--- config.mk ---
export PLATFORM = sky130hd
export DESIGN_NAME = nested_array_field_extractor
export DESIGN_NICKNAME = d
export VERILOG_FILES = /design/src/rtl/nafe_pkg.sv /design/src/rtl/nested_array_field_extractor.sv /design/src/rtl/nafe_conv.sv /design/src/rtl/nafe_parser.sv
export SDC_FILE = /design/constraint.sdc
export NUM_CORES = 1
export LEC_CHECK = 0
export BUFFER_PORTS_ARGS = -buffer_cell sky130_fd_sc_hd__buf_2
export CAP_MARGIN = 5
export CORE_AREA = 2 2 222 224
export DETAILED_ROUTE_END_ITERATION = 12
export DIE_AREA = 0 0 224 226
export GPL_TIMING_DRIVEN = 0
export SLEW_MARGIN = 25
export SYNTH_ARGS = -nofsm -noshare
export SYNTH_HDL_FRONTEND = slang
export SYNTH_SLANG_ARGS = --single-unit
--- constraint.sdc ---
create_clock -name clock -period 25.2 [get_ports clock]
set_input_delay 5.04 -clock clock [delete_from_list [all_inputs] [get_ports clock]]
set_output_delay 5.04 -clock clock [all_outputs]
set_load 0.03 [all_outputs]
--- src/rtl/nafe_pkg.sv ---
// Shared types, character codes and constants of the nested array field extractor.
`timescale 1ns / 1ps

package nafe_pkg;

   localparam int FRAC_DIGITS  = 8;
   localparam int VALUE_W      = 52;
   localparam int ACC_EXT_W    = VALUE_W + 5;
   localparam int POW_W        = 40;
   localparam int ADD_W        = POW_W + 4;

   localparam logic [6:0] COUNT_LIMIT  = 7'd64;
   localparam logic [6:0] MAX_VALUES_RESET = 7'd48;
   localparam logic [7:0] TARGET_DEPTH = 8'd2;
   localparam logic [2:0] TARGET_FIELD = 3'd4;
   localparam logic [2:0] FIELD_MAX    = 3'd7;

   localparam logic signed [VALUE_W-1:0] VALUE_MAX = {1'b0, {(VALUE_W-1){1'b1}}};
   localparam logic signed [VALUE_W-1:0] VALUE_MIN = {1'b1, {(VALUE_W-1){1'b0}}};

   localparam logic [7:0] CH_TAB    = 8'h09;
   localparam logic [7:0] CH_CR     = 8'h0D;
   localparam logic [7:0] CH_SPACE  = 8'h20;
   localparam logic [7:0] CH_QUOTE  = 8'h22;
   localparam logic [7:0] CH_PLUS   = 8'h2B;
   localparam logic [7:0] CH_COMMA  = 8'h2C;
   localparam logic [7:0] CH_MINUS  = 8'h2D;
   localparam logic [7:0] CH_POINT  = 8'h2E;
   localparam logic [7:0] CH_ZERO   = 8'h30;
   localparam logic [7:0] CH_NINE   = 8'h39;
   localparam logic [7:0] CH_LBRACK = 8'h5B;
   localparam logic [7:0] CH_RBRACK = 8'h5D;

   typedef enum logic [2:0] {
      PH_AWAIT    = 3'd0,
      PH_POS_SIGN = 3'd1,
      PH_NEG_SIGN = 3'd2,
      PH_POS_INT  = 3'd3,
      PH_NEG_INT  = 3'd4,
      PH_POS_FRAC = 3'd5,
      PH_NEG_FRAC = 3'd6,
      PH_STOP     = 3'd7
   } phase_type;

   typedef struct packed {
      phase_type                  phase;
      logic [3:0]                 frac_cnt;
      logic signed [VALUE_W-1:0]  acc;
   } conv_state_type;

   typedef struct packed {
      logic                       has_value;
      logic signed [VALUE_W-1:0]  value;
      logic [5:0]                 value_index;
      logic                       text_done;
      logic [6:0]                 value_count;
   } result_type;

   function automatic logic [POW_W-1:0] pow10(input logic [3:0] n);
      logic [POW_W-1:0] p;
      case (n)
         4'd0:    p = 40'd1;
         4'd1:    p = 40'd10;
         4'd2:    p = 40'd100;
         4'd3:    p = 40'd1000;
         4'd4:    p = 40'd10000;
         4'd5:    p = 40'd100000;
         4'd6:    p = 40'd1000000;
         4'd7:    p = 40'd10000000;
         4'd8:    p = 40'd100000000;
         4'd9:    p = 40'd1000000000;
         4'd10:   p = 40'd10000000000;
         4'd11:   p = 40'd100000000000;
         4'd12:   p = 40'd1000000000000;
         default: p = '0;
      endcase
      return p;
   endfunction

endpackage

--- src/rtl/nested_array_field_extractor.sv ---
// Top level of the nested array field extractor: input register, control register, ports.
`timescale 1ns / 1ps

// One text byte is taken per cycle while the input side is not stalled. A byte's result, if
// any, is presented on the rsp port from the result register. The accepting edge loads the
// input register; a later edge, once the result register is free, carries the byte through the
// parser into the result register. A waiting result holds the input register, and the input
// side stalls once both registers are full. A result is produced for every byte that closes a
// field-4 string of an inner array (while under the value limit) and for every byte marked last.
// The limit is min(max_values, 64). The user writes it on the csr port between texts; unenforced.
module nested_array_field_extractor (
   input  logic        clock,
   input  logic        reset,
   input  logic        req_tvalid,
   output logic        req_tready,
   input  logic [7:0]  req_tdata,   // [7:0] text_byte
   input  logic        req_tuser,   // [0] first_byte
   input  logic        req_tlast,   // last_byte
   output logic        rsp_tvalid,
   input  logic        rsp_tready,
   output logic [71:0] rsp_tdata,   // [51:0] value, [57:52] value_index,
                                    // [64:58] value_count, [71:65] zero
   output logic        rsp_tuser,   // [0] has_value
   output logic        rsp_tlast,   // text_done
   input  logic        csr_wr_en,
   input  logic [6:0]  csr_wr_data  // max_values
);
   import nafe_pkg::*;

   logic       in_valid_ff, in_valid_in;
   logic [7:0] in_byte_ff;
   logic       in_first_ff;
   logic       in_last_ff;
   logic [6:0] max_values_ff;
   logic       item_take;
   logic       accept;
   result_type rsp;

   assign req_tready  = !in_valid_ff || item_take;
   assign accept      = req_tvalid && req_tready;
   assign in_valid_in = accept ? 1'b1 : (item_take ? 1'b0 : in_valid_ff);

   always_ff @(posedge clock) begin
      if (reset) begin
         in_valid_ff   <= 1'b0;
         max_values_ff <= MAX_VALUES_RESET;
      end else begin
         in_valid_ff <= in_valid_in;
         if (csr_wr_en) begin
            max_values_ff <= csr_wr_data;
         end
      end
   end

   always_ff @(posedge clock) begin
      if (accept) begin
         in_byte_ff  <= req_tdata;
         in_first_ff <= req_tuser;
         in_last_ff  <= req_tlast;
      end
   end

   nafe_parser u_parser (
      .clock      (clock),
      .reset      (reset),
      .item_valid (in_valid_ff),
      .text_byte  (in_byte_ff),
      .first_byte (in_first_ff),
      .last_byte  (in_last_ff),
      .max_values (max_values_ff),
      .out_ready  (rsp_tready),
      .item_take  (item_take),
      .rsp_valid  (rsp_tvalid),
      .rsp        (rsp)
   );

   assign rsp_tdata = {7'd0, rsp.value_count, rsp.value_index, rsp.value};
   assign rsp_tuser = rsp.has_value;
   assign rsp_tlast = rsp.text_done;

endmodule

--- src/rtl/nafe_conv.sv ---
// Next-state logic of the number converter for one character inside a string.
`timescale 1ns / 1ps

module nafe_conv (
   input  logic [7:0]              char_in,
   input  nafe_pkg::conv_state_type cur,
   output nafe_pkg::conv_state_type nxt
);
   import nafe_pkg::*;

   localparam logic signed [ACC_EXT_W-1:0] WIDE_MAX = ACC_EXT_W'(VALUE_MAX);
   localparam logic signed [ACC_EXT_W-1:0] WIDE_MIN = ACC_EXT_W'(VALUE_MIN);

   logic                        is_digit;
   logic                        is_space;
   logic [3:0]                  digit;
   logic                        skip;
   phase_type                   eff_ph;
   logic                        neg;
   logic                        int_mode;
   logic [3:0]                  frac_idx;
   logic [ADD_W-1:0]            add_amt;
   logic signed [ACC_EXT_W-1:0] acc_ext;
   logic signed [ACC_EXT_W-1:0] base;
   logic signed [ACC_EXT_W-1:0] add_ext;
   logic signed [ACC_EXT_W-1:0] sum;
   logic signed [VALUE_W-1:0]   clamped;

   assign is_digit = (char_in >= CH_ZERO) && (char_in <= CH_NINE);
   assign is_space = (char_in == CH_SPACE) || ((char_in >= CH_TAB) && (char_in <= CH_CR));
   assign digit    = is_digit ? char_in[3:0] : 4'd0;

   always_comb begin
      skip   = 1'b0;
      eff_ph = cur.phase;
      if (cur.phase == PH_AWAIT) begin
         if (is_space || char_in == CH_PLUS || char_in == CH_MINUS) begin
            skip = 1'b1;
         end else begin
            eff_ph = PH_POS_SIGN;
         end
      end
   end

   assign neg      = (eff_ph == PH_NEG_SIGN) || (eff_ph == PH_NEG_INT) ||
                     (eff_ph == PH_NEG_FRAC);
   assign int_mode = (eff_ph == PH_POS_SIGN) || (eff_ph == PH_NEG_SIGN) ||
                     (eff_ph == PH_POS_INT) || (eff_ph == PH_NEG_INT);

   // Accumulator is kept at full scale: an integer digit shifts by ten and adds d*10^F,
   // a fraction digit adds d at its own decimal weight.
   assign frac_idx = (cur.frac_cnt < 4'(FRAC_DIGITS)) ?
                     (4'(FRAC_DIGITS - 1) - cur.frac_cnt) : 4'd0;
   assign add_amt  = ADD_W'(digit) *
                     ADD_W'(pow10(int_mode ? 4'(FRAC_DIGITS) : frac_idx));
   assign acc_ext  = ACC_EXT_W'(cur.acc);
   assign base     = int_mode ? ((acc_ext <<< 3) + (acc_ext <<< 1)) : acc_ext;
   assign add_ext  = signed'({{(ACC_EXT_W-ADD_W){1'b0}}, add_amt});
   assign sum      = neg ? (base - add_ext) : (base + add_ext);

   always_comb begin
      if (sum > WIDE_MAX) begin
         clamped = VALUE_MAX;
      end else if (sum < WIDE_MIN) begin
         clamped = VALUE_MIN;
      end else begin
         clamped = sum[VALUE_W-1:0];
      end
   end

   always_comb begin
      nxt = cur;
      if (skip) begin
         if (char_in == CH_PLUS) begin
            nxt.phase = PH_POS_SIGN;
         end else if (char_in == CH_MINUS) begin
            nxt.phase = PH_NEG_SIGN;
         end
      end else begin
         unique case (eff_ph)
            PH_POS_SIGN, PH_NEG_SIGN, PH_POS_INT, PH_NEG_INT: begin
               if (is_digit) begin
                  nxt.acc   = clamped;
                  nxt.phase = neg ? PH_NEG_INT : PH_POS_INT;
               end else if (char_in == CH_POINT) begin
                  nxt.phase = neg ? PH_NEG_FRAC : PH_POS_FRAC;
               end else begin
                  nxt.phase = PH_STOP;
               end
            end
            PH_POS_FRAC, PH_NEG_FRAC: begin
               if (is_digit) begin
                  // drop decimals beyond the kept precision
                  if (cur.frac_cnt < 4'(FRAC_DIGITS)) begin
                     nxt.acc      = clamped;
                     nxt.frac_cnt = cur.frac_cnt + 4'd1;
                  end
               end else begin
                  nxt.phase = PH_STOP;
               end
            end
            PH_AWAIT, PH_STOP: begin
               nxt = cur;
            end
            default: begin
               nxt = cur;
            end
         endcase
      end
   end

endmodule

--- src/rtl/nafe_parser.sv ---
// Bracket, field and string tracking with the result register.
`timescale 1ns / 1ps

module nafe_parser (
   input  logic                  clock,
   input  logic                  reset,
   input  logic                  item_valid,
   input  logic [7:0]            text_byte,
   input  logic                  first_byte,
   input  logic                  last_byte,
   input  logic [6:0]            max_values,
   input  logic                  out_ready,
   output logic                  item_take,
   output logic                  rsp_valid,
   output nafe_pkg::result_type  rsp
);
   import nafe_pkg::*;

   logic [7:0]     depth_ff, depth_in;
   logic [2:0]     field_ff, field_in;
   logic           done_ff, done_in;
   logic           in_str_ff, in_str_in;
   logic [6:0]     count_ff, count_in;
   conv_state_type conv_ff, conv_in;
   logic           rsp_valid_ff, rsp_valid_in;
   result_type     rsp_ff, rsp_in;

   logic [7:0]     depth_b;
   logic [2:0]     field_b;
   logic           done_b;
   logic           in_str_b;
   logic [6:0]     count_b;
   conv_state_type conv_b;
   conv_state_type conv_step;
   logic [6:0]     limit;
   logic           emit;

   // a new text starts from a cleared parser
   always_comb begin
      if (first_byte) begin
         depth_b  = '0;
         field_b  = '0;
         done_b   = 1'b0;
         in_str_b = 1'b0;
         count_b  = '0;
         conv_b   = '{phase: PH_AWAIT, frac_cnt: '0, acc: '0};
      end else begin
         depth_b  = depth_ff;
         field_b  = field_ff;
         done_b   = done_ff;
         in_str_b = in_str_ff;
         count_b  = count_ff;
         conv_b   = conv_ff;
      end
   end

   nafe_conv u_conv (
      .char_in (text_byte),
      .cur     (conv_b),
      .nxt     (conv_step)
   );

   assign limit     = (max_values < COUNT_LIMIT) ? max_values : COUNT_LIMIT;
   assign item_take = item_valid && (!rsp_valid_ff || out_ready);

   always_comb begin
      depth_in  = depth_b;
      field_in  = field_b;
      done_in   = done_b;
      in_str_in = in_str_b;
      count_in  = count_b;
      conv_in   = conv_b;
      emit      = 1'b0;
      if (count_b < limit) begin
         if (in_str_b) begin
            if (text_byte == CH_QUOTE) begin
               in_str_in = 1'b0;
               if (depth_b == TARGET_DEPTH && field_b == TARGET_FIELD && !done_b) begin
                  emit     = 1'b1;
                  count_in = count_b + 7'd1;
                  done_in  = 1'b1;
               end
            end else begin
               conv_in = conv_step;
            end
         end else begin
            case (text_byte)
               CH_LBRACK: begin
                  depth_in = depth_b + 8'd1;
                  if (depth_b + 8'd1 == TARGET_DEPTH) begin
                     field_in = '0;
                     done_in  = 1'b0;
                  end
               end
               CH_RBRACK: begin
                  if (depth_b == TARGET_DEPTH) begin
                     field_in = '0;
                     done_in  = 1'b0;
                  end
                  depth_in = depth_b - 8'd1;
               end
               CH_COMMA: begin
                  if (depth_b == TARGET_DEPTH && !done_b && field_b < FIELD_MAX) begin
                     field_in = field_b + 3'd1;
                  end
               end
               CH_QUOTE: begin
                  if (depth_b == TARGET_DEPTH) begin
                     in_str_in = 1'b1;
                     conv_in   = '{phase: PH_AWAIT, frac_cnt: '0, acc: '0};
                  end
               end
               default: begin
                  depth_in = depth_b;
               end
            endcase
         end
      end
   end

   always_comb begin
      rsp_in.has_value   = emit;
      rsp_in.value       = emit ? conv_b.acc : '0;
      rsp_in.value_index = emit ? count_b[5:0] : 6'd0;
      rsp_in.text_done   = last_byte;
      rsp_in.value_count = count_in;
      if (item_take) begin
         rsp_valid_in = emit || last_byte;
      end else if (out_ready) begin
         rsp_valid_in = 1'b0;
      end else begin
         rsp_valid_in = rsp_valid_ff;
      end
   end

   always_ff @(posedge clock) begin
      if (reset) begin
         depth_ff     <= '0;
         field_ff     <= '0;
         done_ff      <= 1'b0;
         in_str_ff    <= 1'b0;
         count_ff     <= '0;
         conv_ff      <= '{phase: PH_AWAIT, frac_cnt: '0, acc: '0};
         rsp_valid_ff <= 1'b0;
      end else begin
         rsp_valid_ff <= rsp_valid_in;
         if (item_take) begin
            depth_ff  <= depth_in;
            field_ff  <= field_in;
            done_ff   <= done_in;
            in_str_ff <= in_str_in;
            count_ff  <= count_in;
            conv_ff   <= conv_in;
         end
      end
   end

   always_ff @(posedge clock) begin
      if (item_take) begin
         rsp_ff <= rsp_in;
      end
   end

   assign rsp_valid = rsp_valid_ff;
   assign rsp       = rsp_ff;

   a_count_bounded: assert property (@(posedge clock) disable iff (reset)
      count_ff <= COUNT_LIMIT)
      else $error("value count beyond limit");

   a_string_at_depth: assert property (@(posedge clock) disable iff (reset)
      in_str_ff |-> depth_ff == TARGET_DEPTH)
      else $error("string open off the inner array depth");

   a_finished_on_target: assert property (@(posedge clock) disable iff (reset)
      done_ff |-> field_ff == TARGET_FIELD)
      else $error("record finished outside the target field");

   a_index_matches_count: assert property (@(posedge clock) disable iff (reset)
      (rsp_valid_ff && rsp_ff.has_value) |->
         rsp_ff.value_count == {1'b0, rsp_ff.value_index} + 7'd1)
      else $error("value index does not match count");

endmodule
==> impl_metrics.env <==
export IMPL_antenna_found_initial=2
export IMPL_worstSkewPairLatency_ns=0.45
export IMPL_final_nets=3214
export IMPL_via_per_inst=5.91
export IMPL_coreArea_um2=48300
export IMPL_cts_buffer_depth=2
export IMPL_final_area_um2=23100
export IMPL_die_h_um=226
export IMPL_via_count=21100
export IMPL_cts_hold_buf=0
export IMPL_crit_family="simple AND/OR/NAND/NOR gates"
export IMPL_htree_levels=4
export IMPL_io_pins=98
export IMPL_areaGrowthSynthToFinish_pct=9.90
export IMPL_routabilityCongestion=0.987
export IMPL_min_delay_path_class="flop to flop"
export IMPL_skew_ns=0.0153
export IMPL_cp_end_kind="flop"
export IMPL_setup_slack_ns=10.77
export IMPL_drtAntennaViolNets=0
export IMPL_syn_area_um2=21100
export IMPL_worst_ep_required_time_ns=25.50
export IMPL_status="finished clean"
export IMPL_cp_startpoint="in_first_ff"
export IMPL_cts_resized=0
export IMPL_power_leakage_uw=0.00996
export IMPL_wl_per_cell_um=19.8
export IMPL_ys_flop_type="dfxtp_1"
export IMPL_route_detailed_drc=0
export IMPL_post_place_ws_ns=11.24
export IMPL_crit_slowest_cell="nor4b_1"
export IMPL_worst_setup_path_start_kind="flop"
export IMPL_fmax_mhz=69.3
export IMPL_ys_ff_latch=165
export IMPL_grt_pass1_vias=20100
export IMPL_cts_sinks=165
export IMPL_cts_tree="built"
export IMPL_grt_overflow=0
export IMPL_portBuffers=89
export IMPL_rows=81
export IMPL_fin_crit_sh_pct=57.2
export IMPL_ys_seq_area_share_pct=19.3
export IMPL_grtUsageTotal_pct=27.7
export IMPL_routed_wl_um=70600
export IMPL_crit_fanout=10
export IMPL_tightest_slew_ns=1.05
export IMPL_async_flop_share_pct=0
export IMPL_total_power_uw=818
export IMPL_post_cts_setup_buffers=0
export IMPL_antennaDiodeCount=0
export IMPL_period_minus_slack_ns=14.43
export IMPL_synthDistinctLibCells=91
export IMPL_cp_slowest_stage_delay_ns=0.90
export IMPL_cap_viol_max_count=0
export IMPL_crit_arrival_ns=14.72
export IMPL_grt_max_degree=47
export IMPL_cpMostUsedCell="a21oi_1"
export IMPL_whs_ns=0.466
export IMPL_drive_gt1_share_pct=6.25
export IMPL_initial_core_util_pct=43.6
export IMPL_synthTopCellsByArea="edfxtp_1, ha_1, dfxtp_1, fa_1, a21oi_1"
export IMPL_drtIter0Drc=1883
export IMPL_synth_cells=2775
export IMPL_yosysTopAreaCell="edfxtp_1"
export IMPL_crit_type="flop to flop"
export IMPL_hold_violations=0
export IMPL_dp_hpwl_um=58000
export IMPL_layout_common_cells="a21oi_1, nor2_1, nand2_1"
export IMPL_dr_pass1_iters=8
export IMPL_fin_tns_setup_ns=0
export IMPL_setup_violations=0
export IMPL_die_w_um=224
export IMPL_cts_buffers=17
export IMPL_clkTransAtPathRegs_ns=0.08
export IMPL_critPathBufInv=8
export IMPL_rsz0062_at_grt="false"
export IMPL_synth_edf_count=77
export IMPL_layout_commonest_cell="a21oi_1"
export IMPL_root_buffer="clkbuf_16"
export IMPL_netlist_area_leader_share_pct=11.0
export IMPL_fp_dieArea_um2=50600
export IMPL_min_from="u_parser.conv_ff[18]"
export IMPL_drv_slew=0
export IMPL_slew_headroom_pct=29.0
export IMPL_ir_drop_mv=0.0479
export IMPL_grt_pass1_wl_um=111000
export IMPL_synth_area_per_cell_um2=7.59
export IMPL_powerDensity_nw_per_um2=35.3
export IMPL_placed_cell_area_um2=22500
export IMPL_yosys_warnings=0
export IMPL_regToRegStartpoint="in_first_ff"
==> synthesized netlist by cell type (all sizes together), types with 15 or more instances <==
cell,instances
nor2b,84
or3,26
a21oi,286
xnor2,108
edfxtp,77
o21ai,231
clkbuf,118
and3,18
nor3,54
a31oi,25
nand3,63
nor2,262
nand2b,26
o21a,23
o221ai,15
a211oi,33
o211ai,18
o21bai,32
nand4,33
ha,182
and2,88
xor2,72
nand2,256
fa,79
inv,160
buf,25
a21o,85
dfxtp,88
==> worst min-delay path, cell delays in order (launching register included) <==
cell	delay (ns)
dfxtp_1	0.32
nand2_1	0.05
a21oi_1	0.05
==> metal layers <==
metal	GRT usage, %	vias to the layer above	routed length [µm]
met2	44.4	879	31100
met3	3.12	112	5030
met4	9.57	0	2200
met1	38.7	9931	32300
met5	0	-	0
li1	-	10100	-
==> cell families (layout without fill, tap and decap cells) <==
family / Yosys count / count (layout) / share of synthesized area, %
adders and majority gates: 262 / 262 / 18.4
DFF: 165 / 165 / 19.3
muxes: 22 / 22 / 1.14
xor gates and xnor gates: 180 / 180 / 7.48
other: 2 / 47 / 0.0357
and+or+nand+nor: 971 / 971 / 22.6
AOI/OAI and AO/OA: 869 / 869 / 25.4
buffers and inverters: 304 / 428 / 5.64
==> metrics by stage <==
stage               utilization (%)  instances
global route                   47.9       3566
CTS                            47.9       3565
floorplan                         -       2820
detailed placement             46.5       3533
finish                         47.9       3566
global placement               46.5       3531
==> registers in the layout, indices dropped and copies added, names as in the netlist, 3 cells and up <==
signal / flops
u_parser.rsp: 67
u_parser.conv_ff: 59
in_byte_ff: 8
u_parser.depth_ff: 8
max_values_ff: 7
u_parser.count_ff: 7
u_parser.field_ff: 3
==> power breakdown <==
part           internal (µW)  total, µW  switching (µW)
clock                    169        288             119
combinational           76.9        238             161
sequential               288        292            3.85
total                    534        818             284
==> final cells by class <==
cell class | count | area, µm²
plain buffers | 143 | 588
repair buffers | 92 | 485
flip-flops and latches | 165 | 4070
fillers | 4853 | 25200
clock inverters | 14 | 208
well taps | 622 | 778
multi-input cells | 2351 | 16000
inverters | 161 | 604
clock buffers | 18 | 429
==> path summary, 6_finish.rpt <==
path	endpoint	slack, ns	cells past startpoint
setup reg to reg	u_parser.conv_ff[50]	10.77	45
setup / recovery	u_parser.conv_ff[50]	10.77	45
hold / removal	u_parser.conv_ff[18]	0.47	2
hold reg to reg	u_parser.conv_ff[18]	0.47	2
No activity file was read; power rests on OpenSTA's default activity.
